### src/rtl/assert_macros.svh
// Assertion helpers shared by the console RTL.
`ifndef ASSERT_MACROS_SVH
`define ASSERT_MACROS_SVH

// Hold prop at every clock edge outside reset.
`define ASSERT_HOLDS(name, clk, rst_n, prop, msg) \
  name: assert property (@(posedge clk) disable iff (!rst_n) (prop)) else $error(msg);

// In the cycle after trig, expect res.
`define ASSERT_NEXT(name, clk, rst_n, trig, res, msg) \
  name: assert property (@(posedge clk) disable iff (!rst_n) (trig) |=> (res)) else $error(msg);

`endif

### src/rtl/tclr_pkg.sv
package tclr_pkg;

  typedef enum logic [1:0] {
    OP_PUT   = 2'd0,
    OP_CLEAR = 2'd1,
    OP_READ  = 2'd2,
    OP_NOP   = 2'd3
  } op_e;

  typedef enum logic [2:0] {
    ST_WIPE,
    ST_IDLE,
    ST_TERM_EOL,
    ST_TERM_CUR,
    ST_READ
  } state_e;

  localparam logic [7:0] NEWLINE_CODE = 8'd10;
  localparam logic [7:0] TERMINATOR   = 8'd0;

endpackage

### src/rtl/tclr_store.sv
module tclr_store #(
  parameter int DEPTH = 330,
  parameter int AW    = 9
) (
  input  logic          clk_i,
  input  logic          we_i,
  input  logic [AW-1:0] waddr_i,
  input  logic [7:0]    wdata_i,
  input  logic [AW-1:0] raddr_i,
  output logic [7:0]    rdata_o
);

  logic [7:0] mem [DEPTH];
  logic [7:0] rdata_q;

  always_ff @(posedge clk_i) begin
    if (we_i) begin
      mem[waddr_i] <= wdata_i;
    end
  end

  always_ff @(posedge clk_i) begin
    rdata_q <= mem[raddr_i];
  end

  assign rdata_o = rdata_q;

endmodule

### src/rtl/text_console_line_ring_core.sv
// Scrolling text console: a ring of ROWS lines, each COLS characters plus a
// terminator column, held in one character memory.
// Input channel (in_valid_i/in_ready_o) takes an operation with a character,
// a visible row and a column. Output channel (out_valid_o/out_ready_i)
// returns exactly one result per operation: the read character and row flag
// (zero unless a read) and the cursor, used line count and top line after
// the operation.
// Clear and no-op finish in ST_IDLE; a read goes on to ST_READ for the
// registered memory read, a put to ST_TERM_CUR and, when the line ends,
// first to ST_TERM_EOL to write the terminator column: the single write
// port of the character memory takes a put's two or three cells in turn.
// No new item is taken outside ST_IDLE. After reset a wipe pass writes zero
// to all ROWS*(COLS+1) cells; in_ready_o stays low until it finishes.
// The result sits in an output register. A new item is accepted only when
// that register is empty or is being taken in the same cycle, so a stalled
// receiver holds in_ready_o low for as long as a result waits.
module text_console_line_ring_core #(
  parameter int ROWS = 10,
  parameter int COLS = 32
) (
  input  logic       clk_i,
  input  logic       rst_ni,
  input  logic       in_valid_i,
  output logic       in_ready_o,
  input  logic [1:0] operation_i,
  input  logic [7:0] char_code_i,
  input  logic [3:0] view_row_i,
  input  logic [5:0] view_col_i,
  output logic       out_valid_o,
  input  logic       out_ready_i,
  output logic [7:0] read_char_o,
  output logic       row_in_use_o,
  output logic [3:0] cursor_row_o,
  output logic [4:0] cursor_col_o,
  output logic [3:0] lines_used_o,
  output logic [3:0] top_line_o
);

  `include "assert_macros.svh"

  localparam int LINE_PITCH = COLS + 1;
  localparam int DEPTH      = ROWS * LINE_PITCH;
  localparam int AW         = $clog2(DEPTH);
  localparam int LW         = $clog2(ROWS);
  localparam int CW         = $clog2(COLS);
  localparam int CPW        = $clog2(COLS + 1);
  localparam int UW         = $clog2(ROWS + 1);

  function automatic logic [AW-1:0] cell_addr(input logic [LW-1:0] line,
                                              input logic [CPW-1:0] col);
    cell_addr = AW'(line) * AW'(LINE_PITCH) + AW'(col);
  endfunction

  tclr_pkg::state_e state_q, state_d;

  logic [LW-1:0] wl_q, wl_d;
  logic [CW-1:0] wc_q, wc_d;
  logic [LW-1:0] fl_q, fl_d;
  logic [UW-1:0] ul_q, ul_d;
  logic [LW-1:0] old_line_q, old_line_d;
  logic [AW-1:0] wipe_q, wipe_d;
  logic          rd_ok_q, rd_ok_d;
  logic          rd_use_q, rd_use_d;

  logic          out_valid_q, out_valid_d;
  logic [7:0]    out_char_q, out_char_d;
  logic          out_use_q, out_use_d;
  logic [3:0]    out_row_q, out_row_d;
  logic [4:0]    out_col_q, out_col_d;
  logic [3:0]    out_used_q, out_used_d;
  logic [3:0]    out_top_q, out_top_d;

  logic          mem_we;
  logic [AW-1:0] mem_waddr;
  logic [7:0]    mem_wdata;
  logic [AW-1:0] mem_raddr;
  logic [7:0]    mem_rdata;

  // put datapath
  logic          is_nl;
  logic [CW:0]   wc_inc;
  logic          put_wrap;
  logic [UW-1:0] put_ul;
  logic [LW-1:0] put_wl;
  logic [CW-1:0] put_wc;
  logic [LW-1:0] put_fl;
  logic [7:0]    put_data;

  // read datapath
  logic          rd_in_range;
  logic [LW:0]   phys_sum;
  logic [LW-1:0] phys_line;

  logic            accept;
  tclr_pkg::op_e   op;
  logic            slot_free;

  assign op        = tclr_pkg::op_e'(operation_i);
  assign slot_free = !out_valid_q || out_ready_i;
  assign accept    = in_valid_i && in_ready_o;

  always_comb begin
    is_nl    = (char_code_i == tclr_pkg::NEWLINE_CODE);
    put_ul   = (ul_q == '0) ? UW'(1) : ul_q;
    put_data = is_nl ? tclr_pkg::TERMINATOR : char_code_i;
    wc_inc   = (CW + 1)'(wc_q) + (CW + 1)'(1);
    put_wrap = is_nl || (wc_inc >= (CW + 1)'(COLS));
    put_wl   = wl_q;
    put_fl   = fl_q;
    put_wc   = wc_inc[CW-1:0];
    if (put_wrap) begin
      put_wc = '0;
      if (put_ul < UW'(ROWS)) begin
        put_ul = put_ul + UW'(1);
      end else begin
        put_fl = (fl_q == LW'(ROWS - 1)) ? '0 : fl_q + LW'(1);
      end
      put_wl = (wl_q == LW'(ROWS - 1)) ? '0 : wl_q + LW'(1);
    end
  end

  always_comb begin
    rd_in_range = (int'(view_row_i) < ROWS) && (int'(view_col_i) <= COLS);
    phys_sum    = (LW + 1)'(fl_q) + (LW + 1)'(LW'(view_row_i));
    if (phys_sum >= (LW + 1)'(ROWS)) begin
      phys_sum = phys_sum - (LW + 1)'(ROWS);
    end
    phys_line = phys_sum[LW-1:0];
    mem_raddr = cell_addr(phys_line, CPW'(view_col_i));
  end

  always_comb begin
    state_d     = state_q;
    wl_d        = wl_q;
    wc_d        = wc_q;
    fl_d        = fl_q;
    ul_d        = ul_q;
    old_line_d  = old_line_q;
    wipe_d      = wipe_q;
    rd_ok_d     = rd_ok_q;
    rd_use_d    = rd_use_q;
    in_ready_o  = 1'b0;
    mem_we      = 1'b0;
    mem_waddr   = cell_addr(wl_q, CPW'(wc_q));
    mem_wdata   = tclr_pkg::TERMINATOR;
    out_valid_d = out_valid_q && !out_ready_i;
    out_char_d  = out_char_q;
    out_use_d   = out_use_q;
    out_row_d   = out_row_q;
    out_col_d   = out_col_q;
    out_used_d  = out_used_q;
    out_top_d   = out_top_q;

    unique case (state_q)
      tclr_pkg::ST_WIPE: begin
        mem_we    = 1'b1;
        mem_waddr = wipe_q;
        wipe_d    = wipe_q + AW'(1);
        if (wipe_q == AW'(DEPTH - 1)) begin
          state_d = tclr_pkg::ST_IDLE;
        end
      end
      tclr_pkg::ST_IDLE: begin
        in_ready_o = slot_free;
        if (in_valid_i && slot_free) begin
          out_char_d = '0;
          out_use_d  = 1'b0;
          unique case (op)
            tclr_pkg::OP_PUT: begin
              mem_we     = 1'b1;
              mem_wdata  = put_data;
              old_line_d = wl_q;
              wl_d       = put_wl;
              wc_d       = put_wc;
              fl_d       = put_fl;
              ul_d       = put_ul;
              state_d    = put_wrap ? tclr_pkg::ST_TERM_EOL : tclr_pkg::ST_TERM_CUR;
            end
            tclr_pkg::OP_CLEAR: begin
              wl_d = '0;
              wc_d = '0;
              fl_d = '0;
              ul_d = '0;
            end
            tclr_pkg::OP_READ: begin
              rd_ok_d  = rd_in_range;
              rd_use_d = rd_in_range && (int'(view_row_i) < int'(ul_q));
              state_d  = tclr_pkg::ST_READ;
            end
            default: begin
            end
          endcase
          // a read publishes its result once the memory data is back
          if (op != tclr_pkg::OP_READ) begin
            out_valid_d = 1'b1;
            out_row_d   = 4'(wl_d);
            out_col_d   = 5'(wc_d);
            out_used_d  = 4'(ul_d);
            out_top_d   = 4'(fl_d);
          end
        end
      end
      tclr_pkg::ST_TERM_EOL: begin
        mem_we    = 1'b1;
        mem_waddr = cell_addr(old_line_q, CPW'(COLS));
        state_d   = tclr_pkg::ST_TERM_CUR;
      end
      tclr_pkg::ST_TERM_CUR: begin
        mem_we  = 1'b1;
        state_d = tclr_pkg::ST_IDLE;
      end
      tclr_pkg::ST_READ: begin
        out_valid_d = 1'b1;
        out_char_d  = rd_ok_q ? mem_rdata : 8'd0;
        out_use_d   = rd_use_q;
        out_row_d   = 4'(wl_q);
        out_col_d   = 5'(wc_q);
        out_used_d  = 4'(ul_q);
        out_top_d   = 4'(fl_q);
        state_d     = tclr_pkg::ST_IDLE;
      end
      default: begin
        state_d = tclr_pkg::ST_IDLE;
      end
    endcase
  end

  always_ff @(posedge clk_i or negedge rst_ni) begin
    if (!rst_ni) begin
      state_q     <= tclr_pkg::ST_WIPE;
      wl_q        <= '0;
      wc_q        <= '0;
      fl_q        <= '0;
      ul_q        <= '0;
      wipe_q      <= '0;
      out_valid_q <= 1'b0;
    end else begin
      state_q     <= state_d;
      wl_q        <= wl_d;
      wc_q        <= wc_d;
      fl_q        <= fl_d;
      ul_q        <= ul_d;
      wipe_q      <= wipe_d;
      out_valid_q <= out_valid_d;
    end
  end

  always_ff @(posedge clk_i) begin
    old_line_q <= old_line_d;
    rd_ok_q    <= rd_ok_d;
    rd_use_q   <= rd_use_d;
    out_char_q <= out_char_d;
    out_use_q  <= out_use_d;
    out_row_q  <= out_row_d;
    out_col_q  <= out_col_d;
    out_used_q <= out_used_d;
    out_top_q  <= out_top_d;
  end

  tclr_store #(
    .DEPTH(DEPTH),
    .AW   (AW)
  ) u_store (
    .clk_i  (clk_i),
    .we_i   (mem_we),
    .waddr_i(mem_waddr),
    .wdata_i(mem_wdata),
    .raddr_i(mem_raddr),
    .rdata_o(mem_rdata)
  );

  assign out_valid_o  = out_valid_q;
  assign read_char_o  = out_char_q;
  assign row_in_use_o = out_use_q;
  assign cursor_row_o = out_row_q;
  assign cursor_col_o = out_col_q;
  assign lines_used_o = out_used_q;
  assign top_line_o   = out_top_q;

  `ASSERT_HOLDS(a_cursor_range, clk_i, rst_ni,
    (int'(wl_q) < ROWS) && (int'(wc_q) < COLS) && (int'(ul_q) <= ROWS),
    "cursor or line count out of range")
  `ASSERT_HOLDS(a_top_idle_when_empty, clk_i, rst_ni,
    (ul_q != '0) || (fl_q == '0), "top line moved with no lines in use")
  `ASSERT_NEXT(a_put_writes_on, clk_i, rst_ni, accept && (op == tclr_pkg::OP_PUT),
    (state_q == tclr_pkg::ST_TERM_EOL) || (state_q == tclr_pkg::ST_TERM_CUR),
    "put did not go on to write its terminator")
  `ASSERT_NEXT(a_read_slot_free, clk_i, rst_ni, accept && (op == tclr_pkg::OP_READ),
    !out_valid_q, "read data returned while the output register is full")

endmodule

### config.mk
export PLATFORM = sky130hd
export DESIGN_NAME = text_console_line_ring_core
export DESIGN_NICKNAME = d
export VERILOG_FILES = /design/src/rtl/tclr_pkg.sv /design/src/rtl/tclr_store.sv /design/src/rtl/text_console_line_ring_core.sv
export VERILOG_INCLUDE_DIRS = /design/src /design/src/rtl
export SDC_FILE = /design/constraint.sdc
export NUM_CORES = 2
export LEC_CHECK = 0
export BUFFER_PORTS_ARGS = -buffer_cell sky130_fd_sc_hd__buf_2
export CORE_MARGIN = 1.5
export CORE_UTILIZATION = 65
export CTS_CLUSTER_SIZE = 12
export DETAILED_ROUTE_END_ITERATION = 8
export HOLD_SLACK_MARGIN = 0.02
export PLACE_DENSITY_LB_ADDON = 0.3
export SLEW_MARGIN = 10
export SYNTH_ARGS = -nofsm -noshare
export SYNTH_HDL_FRONTEND = slang
export SYNTH_SLANG_ARGS = --single-unit
### constraint.sdc
create_clock -name clk_i -period 13.9 [get_ports clk_i]
set_clock_uncertainty 0.05 [all_clocks]
set_input_delay 0.695 -clock clk_i [delete_from_list [all_inputs] [get_ports clk_i]]
set_output_delay 0.695 -clock clk_i [all_outputs]
set_load 0.05 [all_outputs]
==> results.sh <==
export IMPL_status="complete, no violations"
export IMPL_clkLatencyLatePin_ns=0.95
export IMPL_postCtsSetupBuffers=0
export IMPL_gr_usage_met3_pct=10.7
export IMPL_routed_wirelength_um=289000
export IMPL_whs_ns=0.0619
export IMPL_nFillCells=8998
export IMPL_drt_pre_antenna_iters=8
export IMPL_ys_seq_area_share_pct=75.6
export IMPL_crit_fanout=38
export IMPL_synth_xor_area_share_pct=0.234
export IMPL_hold_end="state_q[1]$_DFFE_PN0P_"
export IMPL_met2_usage_pct=52.7
export IMPL_cts_buffer_depth=4
export IMPL_final_common_cell="edfxtp_1"
export IMPL_synthCells=5399
export IMPL_hold_viol_final=0
export IMPL_reg2reg_to="u_store.rdata_o[3]$_DFF_P_"
export IMPL_die_x_um=409
export IMPL_synthAdderAreaFrac_pct=0.452
export IMPL_slew_violations=0
export IMPL_num_io_pins=52
export IMPL_drive_gt1_share_pct=20.7
export IMPL_fin_crit_sh_pct=60.4
export IMPL_numPortBuffers=51
export IMPL_synth_compound_area_share_pct=2.70
export IMPL_async_flop_share_pct=1.11
export IMPL_r2r_start="fl_q[0]$_DFFE_PN0P_"
export IMPL_vias=57800
export IMPL_cts_buffers=287
export IMPL_synth_warnings=0
export IMPL_rsz0062_at_grt="false"
export IMPL_cts_sinks=2710
export IMPL_nNetsFinal=5562
export IMPL_synth_main_ff_cell="edfxtp_1"
export IMPL_layout_common_cells="2672 x edfxtp_1, 642 x mux4_2, 392 x nor2_1"
export IMPL_slew_headroom_pct=3.67
export IMPL_core_sq_um=163000
export IMPL_grt_pass1_vias=57600
export IMPL_dieArea_sq_um=168000
export IMPL_ff2ff_setup_slack_ns=5.50
export IMPL_rows=148
export IMPL_endpoint_kind="flop"
export IMPL_final_util_pct=71.9
export IMPL_drt_iter0_markers=9911
export IMPL_maxCapViolations=0
export IMPL_grt_overflow_total=0
export IMPL_track_usage_pct=35.0
export IMPL_synth_area_sq_um=107000
export IMPL_ant_nets=0
export IMPL_finalCriticalPeriod_ns=8.40
export IMPL_muxShareOfSynthArea_pct=15.0
export IMPL_drc_errors=0
export IMPL_cts_tree="yes"
export IMPL_worstHoldPathCells=3
export IMPL_max_freq_ghz=0.119
export IMPL_synthToLayoutAreaGrowth_pct=9.37
export IMPL_syn_area_per_cell_sq_um=19.9
export IMPL_root_buffer="clkbuf_16"
export IMPL_clk_pin_slew_worst_paths_ns=0.05
export IMPL_viasPerCell=7.42
export IMPL_grt_pass1_wl_um=414000
export IMPL_grt_max_degree=197
export IMPL_synth_top_family_by_area="multiplexers"
export IMPL_crit_type="reg -> reg"
export IMPL_yosysUniqueCellTypes=85
export IMPL_worst_pin_slew_ns=1.44
export IMPL_critPathLaunchType="flop"
export IMPL_start_util_pct=65.7
export IMPL_gr_usage_met1_pct=46.7
export IMPL_synth_nets=5460
export IMPL_setup_tns_ns=0
export IMPL_min_delay_start="in_valid_i"
export IMPL_synth_seq_cells=2710
export IMPL_hp_class="in -> reg"
export IMPL_crit_arrival_ns=9.20
export IMPL_setup_viol=0
export IMPL_cts_resized=0
export IMPL_fp_dieH_um=409
export IMPL_dp_hpwl_um=159000
export IMPL_htree_levels=5
export IMPL_synth_edf_count=2672
export IMPL_synth_simple_area_share_pct=4.20
export IMPL_gp_congestion=0.910
export IMPL_required_ns=14.71
export IMPL_worst_r2r_cell_count=22
export IMPL_grt_busiest_layer="met2"
export IMPL_wl_per_cell_um=37.1
export IMPL_antenna_found_initial=13
cell type report:
class | instances | area [sq um] | share of cell area [%]
flip-flops and latches | 2710 | 81100 | 69.1
multi-input cells | 2342 | 24500 | 20.9
clock buffers | 363 | 7660 | 6.52
well taps | 2175 | 2720 | 2.32
repair buffers | 134 | 1050 | 0.891
clock inverters | 36 | 221 | 0.189
inverters | 26 | 98.8 | 0.0842
diodes | 6 | 15.0 | 0.0128
through the flow:
step | area [sq um] | std cells | setup slack (ns)
final | 117000 | 7792 | 5.50
after global routing | 117000 | 7786 | 5.47
after CTS | 117000 | 7786 | 5.81
after detailed placement | 110000 | 7386 | 5.51
after global placement | 110000 | 7385 | 5.74
after floorplan | 107000 | 5399 | 7.05
sequential cells by signal, summed over array words and instances, names as in the netlist, 3 cells and up:
name,count
cursor_col_o,5
cursor_row_o,4
fl_q,4
lines_used_o,4
old_line_q,4
read_char_o,8
state_q,3
top_line_o,4
u_store.mem,2640
u_store.rdata_o,8
ul_q,4
wc_q,5
wipe_q,9
wl_q,4
synthesized netlist by cell type, types with 12 or more instances:
master	count	area share, %
a31oi_1	22	0.13
nand2_1	384	1.3
xnor2_1	22	0.18
and3_1	33	0.19
nor2b_1	21	0.12
nor3_1	35	0.16
a32oi_1	26	0.21
a211oi_1	24	0.17
nand4_1	29	0.17
dfrtp_1	30	0.70
ha_1	34	0.40
o221ai_1	19	0.15
a311oi_1	16	0.13
nand2b_1	12	0.070
a221oi_1	17	0.14
o21ai_0	63	0.29
edfxtp_1	2672	75
nor2_1	400	1.4
clkbuf_1	118	0.41
buf_4	61	0.43
a21oi_1	89	0.41
a22oi_1	41	0.29
mux2i_1	153	1.4
inv_1	25	0.087
nand3_1	95	0.44
buf_6	39	0.41
o22ai_1	21	0.12
buf_2	85	0.40
mux4_2	642	13
what timing repair did:
item,4_1_cts,5_1_grt
hold endpoints to repair,30,0
hold buffers,1,0
endpoints found under the setup margin,0,0
critical path, stage by stage (launching register included):
cell and delay, ns:
dfrtp_1 0.46, ha_1 0.26, fa_1 0.43, xnor2_2 0.27, ha_1 0.27, inv_1 0.11
a31oi_1 0.21, o21ai_1 0.18, and2_2 0.26, xnor2_1 0.15, ha_1 0.32, ha_4 0.14
inv_1 0.06, fa_4 1.10, clkinv_2 0.39, buf_4 0.50, nor2_4 1.16, a22oi_1 0.32
a21oi_1 0.32, o21ai_0 0.16, a21oi_1 0.59, or3_1 0.34, a31o_2 0.20
cells by family (layout without fill, tap and decap cells):
kind of cell | count (synthesis) | count (layout)
flops | 2710 | 2710
simple gates | 1054 | 1054
fa+ha+maj | 37 | 37
mux | 803 | 803
compound gates | 421 | 421
buf+inv | 347 | 559
xor+xnor | 27 | 27
other cells | 0 | 6
metal layers:
| layer | part of all wire (%) | up-vias | routed length [um] |
|---|---|---|---|
| li1 | - | 22200 | - |
| met1 | 33 | 29300 | 95800 |
| met2 | 46 | 5217 | 134000 |
| met3 | 14 | 1086 | 40800 |
| met4 | 6.3 | 8 | 18300 |
| met5 | 0.021 | - | 62 |
worst max-delay path by stage:
stage                                   start                     endpoint  slack (ns)  cells past startpoint
after global routing      fl_q[0]$_DFFE_PN0P_   u_store.rdata_o[3]$_DFF_P_        5.47                     22
final                     fl_q[0]$_DFFE_PN0P_   u_store.rdata_o[3]$_DFF_P_        5.50                     22
after detailed placement        view_row_i[0]   u_store.rdata_o[3]$_DFF_P_        5.51                     23
after floorplan                   out_ready_i  u_store.mem[0][0]$_DFFE_PP_        7.05                      5
after global placement          view_row_i[0]   u_store.rdata_o[3]$_DFF_P_        5.74                     23
after CTS                 fl_q[0]$_DFFE_PN0P_   u_store.rdata_o[3]$_DFF_P_        5.81                     22
Power is left out: the tool's default activity adds up to more than one toggle a clock period on the data nets, which glitch-free logic cannot reach.
